--- src/hdl/lif_pkg.sv ---
`timescale 1ns / 1ps
// lif_pkg: shared types, register indexes and microcode ROM for the LIF neuron.
// No dependencies.
package lif_pkg;

    localparam int DATA_W = 32;
    localparam int FRAC_W = 15;
    localparam int PC_W   = 4;
    localparam int CFG_IDX_W = 3;

    localparam logic [CFG_IDX_W-1:0] REG_REST_VOLTAGE   = 3'd0;
    localparam logic [CFG_IDX_W-1:0] REG_RESET_VOLTAGE  = 3'd1;
    localparam logic [CFG_IDX_W-1:0] REG_OFFSET_CURRENT = 3'd2;
    localparam logic [CFG_IDX_W-1:0] REG_RESISTANCE     = 3'd3;
    localparam logic [CFG_IDX_W-1:0] REG_DECAY_FACTOR   = 3'd4;
    localparam logic [CFG_IDX_W-1:0] REG_REFR_LENGTH    = 3'd5;
    localparam logic [CFG_IDX_W-1:0] REG_MAX_VOLTAGE    = 3'd6;

    localparam logic [PC_W-1:0] PC_SPIKE = 4'd9;
    localparam logic [PC_W-1:0] PC_REFR  = 4'd10;
    localparam logic [PC_W-1:0] PC_LAST  = 4'd10;

    localparam logic signed [63:0] S32_MAX = 64'sd2147483647;
    localparam logic signed [63:0] S32_MIN = -64'sd2147483648;

    typedef enum logic [1:0] { ST_IDLE = 2'b01, ST_RUN = 2'b10 } state_t;

    typedef enum logic [1:0] { MA_EXC, MA_ACC, MA_DECAY } mul_a_t;
    typedef enum logic [1:0] { MB_GATE, MB_RES, MB_DIFF } mul_b_t;
    typedef enum logic       { AX_FXP, AX_ACC } alu_x_t;
    typedef enum logic [2:0] { AY_BIAS, AY_OFFSET, AY_REST, AY_VOLT, AY_FXP } alu_y_t;
    typedef enum logic [1:0] { DST_NONE, DST_ACC, DST_DIFF, DST_VOLT } dst_t;
    typedef enum logic [1:0] { SP_NONE, SP_CLAMP, SP_SPIKE, SP_REFR } spec_t;
    typedef enum logic [1:0] { JC_NONE, JC_SPIKE, JC_REFR } jump_t;

    typedef struct packed {
        logic            mul_en;
        mul_a_t          ma;
        mul_b_t          mb;
        alu_x_t          ax;
        alu_y_t          ay;
        logic            alu_sub;
        dst_t            dst;
        spec_t           sp;
        jump_t           jc;
        logic [PC_W-1:0] target;
        logic            done;
    } uword_t;

    localparam uword_t UW_NOP = '{1'b0, MA_EXC, MB_GATE, AX_ACC, AY_BIAS, 1'b0,
                                  DST_NONE, SP_NONE, JC_NONE, '0, 1'b0};

    function automatic uword_t ucode(input logic [PC_W-1:0] pc);
        uword_t w;
        w = UW_NOP;
        unique case (pc)
            4'd0:
            begin
                w.mul_en = 1'b1; w.ma = MA_EXC; w.mb = MB_GATE;
                w.jc = JC_SPIKE; w.target = PC_SPIKE;
            end
            4'd1:
            begin
                w.ax = AX_FXP; w.ay = AY_BIAS; w.dst = DST_ACC;
                w.jc = JC_REFR; w.target = PC_REFR;
            end
            4'd2:
            begin
                w.ax = AX_ACC; w.ay = AY_OFFSET; w.dst = DST_ACC;
            end
            4'd3:
            begin
                w.mul_en = 1'b1; w.ma = MA_ACC; w.mb = MB_RES;
            end
            4'd4:
            begin
                w.ax = AX_FXP; w.ay = AY_REST; w.dst = DST_ACC;
            end
            4'd5:
            begin
                w.ax = AX_ACC; w.ay = AY_VOLT; w.alu_sub = 1'b1; w.dst = DST_DIFF;
            end
            4'd6:
            begin
                w.mul_en = 1'b1; w.ma = MA_DECAY; w.mb = MB_DIFF;
            end
            4'd7:
            begin
                w.ax = AX_ACC; w.ay = AY_FXP; w.alu_sub = 1'b1; w.dst = DST_VOLT;
            end
            4'd8:
            begin
                w.sp = SP_CLAMP; w.done = 1'b1;
            end
            4'd9:
            begin
                w.sp = SP_SPIKE; w.done = 1'b1;
            end
            4'd10:
            begin
                w.sp = SP_REFR; w.done = 1'b1;
            end
            default:
            begin
                w = UW_NOP;
            end
        endcase
        return w;
    endfunction

    function automatic logic signed [DATA_W-1:0] sat32(input logic signed [63:0] x);
        logic signed [DATA_W-1:0] r;
        if (x > S32_MAX)
            r = S32_MAX[DATA_W-1:0];
        else if (x < S32_MIN)
            r = S32_MIN[DATA_W-1:0];
        else
            r = x[DATA_W-1:0];
        return r;
    endfunction

endpackage

--- src/hdl/lif_neuron_gated_update.sv ---
`timescale 1ns / 1ps
// lif_neuron_gated_update: leaky integrate-and-fire neuron, s16.15 fixed point.
// Depends on lif_pkg (types, microcode ROM, saturation).
//
// Usage:
//   Input channel (in_valid/in_ready): operation 0 is a timestep transfer carrying
//   excitatory_in, gating_in and bias_in; operation 1 is a spike transfer that loads
//   reset_voltage and refractory_length. Every transfer yields one voltage_out
//   transfer on the output channel (out_valid/out_ready).
//   A microcode sequencer steps one shared 32x32 multiplier and one saturating adder.
//   An active timestep runs through the clamp step, passing three dependent multiplies
//   through the single multiplier; while refractory it jumps to the countdown step, and
//   a spike jumps to the reset step. in_ready returns in the same cycle that out_valid
//   rises with the loaded result, so no new item is taken before the program ends.
//   The output register holds one result; a new item is accepted while it waits.
//   If the receiver stalls and a second result is ready, the sequencer holds on its
//   final step until the output register frees.
//   Configuration: cfg_wr_en writes cfg_data to register cfg_index at once; write
//   only while idle. Index 7 is ignored.
//   Reset (rst_n low, asynchronous): voltage and refractory count clear, configuration
//   registers return to defaults, both channels go idle.
module lif_neuron_gated_update
    import lif_pkg::*;
(
    input  logic                     clk,
    input  logic                     rst_n,
    input  logic                     cfg_wr_en,
    input  logic [CFG_IDX_W-1:0]     cfg_index,
    input  logic [DATA_W-1:0]        cfg_data,
    input  logic                     in_valid,
    output logic                     in_ready,
    input  logic                     operation,
    input  logic signed [DATA_W-1:0] excitatory_in,
    input  logic signed [DATA_W-1:0] gating_in,
    input  logic signed [DATA_W-1:0] bias_in,
    output logic                     out_valid,
    input  logic                     out_ready,
    output logic signed [DATA_W-1:0] voltage_out
);

    state_t                   state_reg, state_next;
    logic [PC_W-1:0]          pc_reg, pc_next;
    logic                     out_valid_reg, out_valid_next;
    logic signed [DATA_W-1:0] volt_reg, volt_next;
    logic [15:0]              refr_reg, refr_next;

    logic signed [DATA_W-1:0] rest_reg, reset_v_reg, offset_reg, max_reg;
    logic [30:0]              res_reg;
    logic [15:0]              decay_reg, refr_len_reg;

    logic                     op_reg;
    logic signed [DATA_W-1:0] exc_reg, gate_reg, bias_reg;
    logic signed [DATA_W-1:0] acc_reg, diff_reg, vout_reg;
    logic signed [63:0]       prod_reg;

    uword_t                   uw;
    logic                     running, advance, taken, in_xfer;
    logic signed [DATA_W-1:0] mul_a, mul_b, fxp, alu_x, alu_y, alu_res;
    logic signed [63:0]       mul_p, alu_sum;

    assign uw      = ucode(pc_reg);
    assign running = (state_reg == ST_RUN);
    assign in_ready = (state_reg == ST_IDLE);
    assign in_xfer = in_valid && in_ready;
    assign advance = running && !(uw.done && out_valid_reg && !out_ready);
    assign out_valid = out_valid_reg;
    assign voltage_out = vout_reg;

    always_comb
    begin
        unique case (uw.ma)
            MA_EXC:   mul_a = exc_reg;
            MA_ACC:   mul_a = acc_reg;
            MA_DECAY: mul_a = $signed({16'd0, decay_reg});
            default:  mul_a = exc_reg;
        endcase
        unique case (uw.mb)
            MB_GATE: mul_b = gate_reg;
            MB_RES:  mul_b = $signed({1'b0, res_reg});
            MB_DIFF: mul_b = diff_reg;
            default: mul_b = gate_reg;
        endcase
    end

    assign mul_p = mul_a * mul_b;
    assign fxp   = sat32(prod_reg >>> FRAC_W);

    always_comb
    begin
        unique case (uw.ax)
            AX_FXP:  alu_x = fxp;
            AX_ACC:  alu_x = acc_reg;
            default: alu_x = acc_reg;
        endcase
        unique case (uw.ay)
            AY_BIAS:   alu_y = bias_reg;
            AY_OFFSET: alu_y = offset_reg;
            AY_REST:   alu_y = rest_reg;
            AY_VOLT:   alu_y = volt_reg;
            AY_FXP:    alu_y = fxp;
            default:   alu_y = bias_reg;
        endcase
    end

    assign alu_sum = uw.alu_sub ? (64'(alu_x) - 64'(alu_y)) : (64'(alu_x) + 64'(alu_y));
    assign alu_res = sat32(alu_sum);

    always_comb
    begin
        taken = 1'b0;
        unique case (uw.jc)
            JC_NONE:  taken = 1'b0;
            JC_SPIKE: taken = op_reg;
            JC_REFR:  taken = (refr_reg != 16'd0);
            default:  taken = 1'b0;
        endcase
    end

    always_comb
    begin
        state_next     = state_reg;
        pc_next        = pc_reg;
        out_valid_next = out_valid_reg;
        volt_next      = volt_reg;
        refr_next      = refr_reg;

        if (out_valid_reg && out_ready)
            out_valid_next = 1'b0;

        unique case (state_reg)
            ST_IDLE:
            begin
                if (in_valid)
                begin
                    state_next = ST_RUN;
                    pc_next    = '0;
                end
            end
            ST_RUN:
            begin
                if (advance)
                begin
                    pc_next = taken ? uw.target : pc_reg + 1'b1;
                    if (uw.dst == DST_VOLT)
                        volt_next = alu_res;
                    unique case (uw.sp)
                        SP_NONE:  ;
                        SP_CLAMP: volt_next = (volt_reg > max_reg) ? max_reg : volt_reg;
                        SP_SPIKE:
                        begin
                            volt_next = reset_v_reg;
                            refr_next = refr_len_reg;
                        end
                        SP_REFR:  refr_next = refr_reg - 16'd1;
                        default:  ;
                    endcase
                    if (uw.done)
                    begin
                        state_next     = ST_IDLE;
                        out_valid_next = 1'b1;
                    end
                end
            end
            default:
            begin
                state_next = ST_IDLE;
            end
        endcase
    end

    always_ff @(posedge clk or negedge rst_n)
    begin
        if (!rst_n)
        begin
            state_reg     <= ST_IDLE;
            pc_reg        <= '0;
            out_valid_reg <= 1'b0;
            volt_reg      <= '0;
            refr_reg      <= '0;
            rest_reg      <= '0;
            reset_v_reg   <= '0;
            offset_reg    <= '0;
            res_reg       <= 31'd32768;
            decay_reg     <= 16'd32768;
            refr_len_reg  <= '0;
            max_reg       <= S32_MAX[DATA_W-1:0];
        end
        else
        begin
            state_reg     <= state_next;
            pc_reg        <= pc_next;
            out_valid_reg <= out_valid_next;
            volt_reg      <= volt_next;
            refr_reg      <= refr_next;
            if (cfg_wr_en)
            begin
                unique case (cfg_index)
                    REG_REST_VOLTAGE:   rest_reg     <= cfg_data;
                    REG_RESET_VOLTAGE:  reset_v_reg  <= cfg_data;
                    REG_OFFSET_CURRENT: offset_reg   <= cfg_data;
                    REG_RESISTANCE:     res_reg      <= cfg_data[30:0];
                    REG_DECAY_FACTOR:   decay_reg    <= cfg_data[15:0];
                    REG_REFR_LENGTH:    refr_len_reg <= cfg_data[15:0];
                    REG_MAX_VOLTAGE:    max_reg      <= cfg_data;
                    default:            ;
                endcase
            end
        end
    end

    // datapath, no reset
    always_ff @(posedge clk)
    begin
        if (in_xfer)
        begin
            op_reg   <= operation;
            exc_reg  <= excitatory_in;
            gate_reg <= gating_in;
            bias_reg <= bias_in;
        end
        if (advance)
        begin
            if (uw.mul_en)
                prod_reg <= mul_p;
            if (uw.dst == DST_ACC)
                acc_reg <= alu_res;
            if (uw.dst == DST_DIFF)
                diff_reg <= alu_res;
            if (uw.done)
                vout_reg <= volt_next;
        end
    end

`ifndef ASSERT_OFF
    a_state_onehot: assert property (@(posedge clk) disable iff (!rst_n)
        $onehot(state_reg))
        else $error("state register not one-hot");

    a_pc_range: assert property (@(posedge clk) disable iff (!rst_n)
        running |-> (pc_reg <= PC_LAST))
        else $error("microcode step out of program");

    a_accept_starts: assert property (@(posedge clk) disable iff (!rst_n)
        in_xfer |=> (running && pc_reg == '0))
        else $error("transfer did not start the program at step zero");

    a_clamp_holds: assert property (@(posedge clk) disable iff (!rst_n)
        (advance && uw.sp == SP_CLAMP) |=> (volt_reg <= $past(max_reg)))
        else $error("voltage above clamp after update");

    a_no_overwrite: assert property (@(posedge clk) disable iff (!rst_n)
        (out_valid_reg && !out_ready) |=> (out_valid_reg && $stable(vout_reg)))
        else $error("pending result overwritten");
`endif

endmodule
--- config.mk ---
export PLATFORM = sky130hd
export DESIGN_NAME = lif_neuron_gated_update
export DESIGN_NICKNAME = d
export VERILOG_FILES = /design/src/hdl/lif_pkg.sv /design/src/hdl/lif_neuron_gated_update.sv
export SDC_FILE = /design/constraint.sdc
export NUM_CORES = 2
export LEC_CHECK = 0
export ABC_CLOCK_PERIOD_IN_PS = 16700
export BUFFER_PORTS_ARGS = -buffer_cell sky130_fd_sc_hd__clkbuf_2
export CAP_MARGIN = 20
export CORE_MARGIN = 2
export CORE_UTILIZATION = 67
export DETAILED_ROUTE_END_ITERATION = 8
export PLACE_DENSITY = 0.91
export RECOVER_POWER = 100
export SYNTH_ARGS = -nofsm -noshare
export SYNTH_HDL_FRONTEND = slang
export SYNTH_SLANG_ARGS = --single-unit
export TNS_END_PERCENT = 30
--- constraint.sdc ---
create_clock -name clk -period 16.7 [get_ports clk]
set_clock_uncertainty 0.2 [all_clocks]
set_input_delay 3.34 -clock clk [delete_from_list [all_inputs] [get_ports clk]]
set_output_delay 3.34 -clock clk [all_outputs]
set_load 0.01 [all_outputs]
Yosys cells after proc, flatten, opt, wreduce, memory -nomap -nowiden
Cells that the tools add are included.
Widths: inputs -> output; s select.

cells by class
  reductions and logical operators = 29
  bitwise gates (word level) = 1
  multiply operators = 1
  order comparisons = 5
  equal/unequal tests = 37
  muxes and demuxes = 35
  $add $sub $neg = 4

operators by type and width
  cell                   number
  $mux 32                8
  $pmux 32 s2            4
  $pmux 32 s4            1
  $gt 64x32->1 const B   1
  $lt 64x32->1 const B   1
  $mul 32x32->64         1
  $mux 64                1
  $gt 49x32->1 const B   1
  $lt 49x32->1 const B   1
  $add 32x32->33         1
  $sub 32x32->33         1
  $gt 32x32->1           1
  $pmux 16 s2            1
  $reduce_and 2->1       11
  $pmux 4 s5             1
  $eq 2x2->1 const B     8
  $eq 4x3->1 const B     4
  $reduce_bool 16->1     1
  $sub 16x1->16 const B  1
  $pmux 5 s3             1
  $eq 2x1->1 const B     6
  $eq 3x2->1 const B     4
  $eq 3x3->1 const B     4
  $eq 4x4->1 const B     3
  other kinds (23)       45

storage, ports and cells
  bits of input ports = 137
  register bits after elaboration = 503
  output and inout port bits = 34
  word-level logic and storage cells = 132

Logic depth before layout (Yosys ltp)
  depth in word-level cells = 13
  depth in mapped cells = 40
  depth with buffers taken out = 36

Least setup slack after synthesis
No wires, ideal clock.

  path type = register to register
  start = reg pc_reg[3]
  end = reg prod_reg[60], data pin
  stages on the path, launching flop included = 40
  buffers on the path = 6
  setup slack = 6.766 ns
  arrival = 9.479 ns
  period minus slack after synthesis = 9.934 ns
  setup time = 0.255 ns
  cell sequence = dfrtp_1 > buf_2 > clkbuf_1 > nor2_1 > and2_1 > ha_1 > clkbuf_1 > clkbuf_1 > clkbuf_1 > nand2_1 > o21ai_1 > clkbuf_1 > nand2_1 > fa_1 > inv_1 > fa_1 > fa_1 > inv_1 > [4 not listed] > fa_1 > inv_1 > fa_1 > inv_1 > fa_1 > inv_1 > ha_1 > a21o_1 > a21o_1 > a21o_1 > a21o_1 > a21o_1 > o41ai_1 > a21oi_1 > a21oi_1 > o31a_1 > o211ai_1 > and3_1

on the way
  cells in the longest elaborated chain, start to end = 5
  elaborated cells on any way between the ends = 11
  those cells by class = 1 x mul; 6 x eq/ne; 3 x mux; 1 x reduce/logical

RTL lines
  what                                      line                                                          RTL
  start: declaration                        lif_neuron_gated_update.sv:42                                 logic [PC_W-1:0] pc_reg, pc_next;
  start signal: assignment                  lif_neuron_gated_update.sv:191                                pc_reg <= pc_next;
  $eq 4x3->1, or another cell as far along  lif_pkg.sv:56                                                 unique case (pc)
  $pmux 5 s3 (*)                            lif_pkg.sv:56
  $eq 2x2->1, or another cell as far along  lif_neuron_gated_update.sv:71                                 unique case (uw.ma)
  $pmux 32 s2 (on tied branches)            lif_neuron_gated_update.sv:71, lif_neuron_gated_update.sv:77
  $mul 32x32->64 (*)                        lif_neuron_gated_update.sv:85                                 assign mul_p = mul_a * mul_b;
  named net mul_p[60]                       lif_neuron_gated_update.sv:59                                 logic signed [63:0] mul_p, alu_sum;
  end signal: assignment                    lif_neuron_gated_update.sv:224                                prod_reg <= mul_p;
  end: declaration                          lif_neuron_gated_update.sv:54                                 logic signed [63:0] prod_reg;

The timed path passes the listed nets; every way through them passes the cells marked *.
A chain may end at the register's enable or synchronous reset.

Final worst setup path
  start = reg pc_reg[3]
  end = reg prod_reg[61], data pin

The elaborated chain is that of the path after synthesis.

==> impl_summary.txt <==
----------------------------------------------------
[Status]
  Result of the run ... finished with violations
  Violated checks ... design-rule violations, max-capacitance violations, max-slew violations

[Clock network]
  Post-CTS resize count ... 0
  Maximum level of the CTS H-tree ... 2
  Clock tree from TritonCTS ... done
  Number of clock sinks ... 488
  Number of CTS-inserted buffers ... 49
  Root Buffer Master ... sky130_fd_sc_hd__clkbuf_16
  Register clock-pin slew on the reported worst setup and hold paths ... 0.07 ns
  Total of hold buffers inserted after clock tree synthesis ... 0
  Number of buffers between clock root and the deepest sink ... 3
  Clk Latency, worst-skew pair ... 0.65 ns
  Post-CTS repair timing setup buffer count ... 0

[Yosys]
  Fraction of synthesis flops using an asynchronous set or reset pin ... 50.4%
  Number of synthesized flops with an enable pin ... 242
  Total number of yosys warnings ... 0
  Sequential cell area fraction in the yosys report ... 22.5%
  Area of the mapped netlist ... 59,800 sq um
  Main flop type after synthesis ... sky130_fd_sc_hd__edfxtp_1
  Count of state elements after synthesis ... 488
  Post-synthesis net count ... 7,587
  Synth Area per Inst ... 9.80 sq um
  Count of different cell masters after synthesis ... 103
  Post-synthesis instance total ... 6,102

[Drt]
  Total iterations of the first detailed-routing run ... 9
  Post-route antenna net violation count ... 0
  Violation count after the first detailed-route iteration ... 6,014
  Wire length per cell after detailed routing ... 26.3 um
  Via Count ... 47,500
  Avg Vias per Cell ... 6.46
  Total Wirelength ... 194 mm
  DRC violations left ... 1

[Global route]
  GRT overflow ... 0
  Initial antenna violation count ... 11
  Via count of the first global-routing pass ... 50,100
  First-pass GRT wire length ... 296 mm
  Total global routing track utilization ... 43.8%
  Maximum number of pins on one net before global-route repair ... 95

[Critical path]
  Number of buffer and inverter instances along the worst setup path ... 7
  Launch instance of the worst register-to-register path ... pc_reg[3]
  Worst endpoint required time ... 16.87 ns
  Beginning of the critical path ... pc_reg[3]
  Capturing element type of the critical path ... flop
  Standard cell with the maximum stage delay on the critical path ... sky130_fd_sc_hd__ha_1
  Data arrival time of the critical path ... 13.76 ns
  Slowest stage delay, CP ... 1.91 ns
  Crit path max-delay family ... adder cells
  CP Class ... flop to flop
  Top fanout value on the critical path ... 78
  Worst setup SP type ... flop
  Most prevalent standard cell on the critical path ... sky130_fd_sc_hd__fa_1

[Layout]
  Highest-count cells in the layout ignoring fill and taps ... sky130_fd_sc_hd__inv_1, sky130_fd_sc_hd__fa_1, sky130_fd_sc_hd__nand2_1
  Layout area overhead ... 6.36%
  Post-layout net count ... 7,628
  Leading cell type in the layout, fill and taps excluded ... sky130_fd_sc_hd__inv_1
  Largest register FFs ... 49
  Ratio of cells with drive above 1 in the final layout ... 9.93%

[Timing]
  Max-slew violation total from the final report ... 798
  Unrepaired setup endpoints after global routing ... false
  Tmin final ... 13.59 ns
  Measured slew at the worst slew-check pin ... 5.13 ns
  Highest achievable clock rate ... 73.6 MHz
  Setup tns final ... 0 ns
  Worst slew margin relative to its limit ... -242%
  Endpoints failing setup ... 0
  Final cycle utilization of the critical path ... 81.4%
  Final-report hold violation count ... 0

[Die]
  Core footprint ... 88,400 sq um
  Chip width ... 303 um
  Height of the die ... 303 um
  Cell Rows ... 109
  Boundary Pins ... 171
  Die area ... 91,700 sq um
  Effective utilization at floorplan ... 67.7%

[Place]
  Half-perimeter wire length of the detailed placement result ... 146 mm
  Number of I/O port buffers ... 170
  Final weighted congestion in routability-driven placement ... 1.06

[Hold path]
  Tightest Hold Check Type ... flop to flop
  Startpoint of the tightest hold check path ... reset_v_reg[13]

[Run]
  Max cap viols ... 18

----------------------------------------------------
[logic make-up after synthesis]
| logic type | share of synthesized area (%) |
|---|---|
| AO/OA/AOI/OAI | 8.96 |
| XOR/XNOR | 1.87 |
| adder cells (fa/ha/maj) | 41.9 |
| buffers and inverters | 9.51 |
| flip-flops | 22.5 |
| multiplexers | 3.75 |
| AND/OR/NAND/NOR | 11.5 |
[path summary, 6_finish.rpt]
path,cells past startpoint,slack (ns),end
setup / recovery,32,3.11,prod_reg[61]
hold / removal,1,0.31,reset_v_reg[13]
setup reg to reg,32,3.11,prod_reg[61]
hold reg to reg,1,0.31,reset_v_reg[13]
max in group asynchronous,3,5.89,res_reg[9]
min in group asynchronous,1,4.37,rest_reg[1]
[cell type report]
cell class	instances	area (sq um)
antenna	6	15.0
clock buffer	60	1310
clock inverter	31	334
fill	6077	24700
inverter	1192	4470
multi-input combinational	4127	40900
sequential	488	13500
tap	1165	1460
timing repair buffer	285	1630
[stage by stage]
| stage | area (sq um) | std cells | hold slack [ns] | utilization, % | worst slack, ns |
|---|---|---|---|---|---|
| floorplan | 59800 | 6102 | 0.261 | - | 6.77 |
| global placement | 62100 | 7251 | 0.281 | 70.3 | 5.23 |
| detailed placement | 62200 | 7253 | 0.295 | 70.3 | 5.03 |
| CTS | 63800 | 7344 | 0.310 | 72.2 | 5.00 |
| global route | 63600 | 7350 | 0.319 | 72.0 | 2.62 |
| finish | 63600 | 7354 | 0.311 | 72.0 | 3.11 |
[cell usage after synthesis (13+ instances only)]
library cell,count,share of area [%]
sky130_fd_sc_hd__o21ai_0,151,1.3
sky130_fd_sc_hd__a222oi_1,16,0.27
sky130_fd_sc_hd__a221oi_1,17,0.25
sky130_fd_sc_hd__nor3_1,33,0.28
sky130_fd_sc_hd__buf_1,13,0.082
sky130_fd_sc_hd__or3_1,14,0.15
sky130_fd_sc_hd__ha_1,266,5.6
sky130_fd_sc_hd__clkbuf_1,252,1.6
sky130_fd_sc_hd__and2_1,33,0.35
sky130_fd_sc_hd__a21oi_1,179,1.5
sky130_fd_sc_hd__a22oi_1,64,0.80
sky130_fd_sc_hd__o21ai_1,44,0.37
sky130_fd_sc_hd__mux2_2,191,3.6
sky130_fd_sc_hd__o21a_1,50,0.63
sky130_fd_sc_hd__nor2_1,401,2.5
sky130_fd_sc_hd__nand4_1,27,0.28
sky130_fd_sc_hd__o211ai_1,28,0.35
sky130_fd_sc_hd__buf_2,17,0.14
sky130_fd_sc_hd__a21o_1,64,0.80
sky130_fd_sc_hd__xnor2_1,72,1.1
sky130_fd_sc_hd__fa_1,1082,36
sky130_fd_sc_hd__edfxtp_1,242,12
sky130_fd_sc_hd__nand2_1,987,6.2
sky130_fd_sc_hd__a31oi_1,17,0.18
sky130_fd_sc_hd__dfstp_2,34,1.5
sky130_fd_sc_hd__nand2b_1,27,0.28
sky130_fd_sc_hd__a211oi_1,13,0.16
sky130_fd_sc_hd__o31ai_1,22,0.28
sky130_fd_sc_hd__xor2_1,54,0.79
sky130_fd_sc_hd__nand3_1,37,0.31
sky130_fd_sc_hd__nor2b_1,21,0.22
sky130_fd_sc_hd__dfrtp_1,212,8.9
sky130_fd_sc_hd__inv_1,1191,7.5
sky130_fd_sc_hd__a221o_1,14,0.23
[routing by layer]
layer	vias to the layer above	routed length, um	GRT usage (%)
met2	3953	82900	64.4
li1	19200	-	-
met3	1029	31000	16.2
met1	23400	64300	56.0
met4	8	15500	26.3
met5	-	52	0
Power is not shown: default switching activity piles up to over one toggle a cycle in this logic, so the estimate is an artifact.
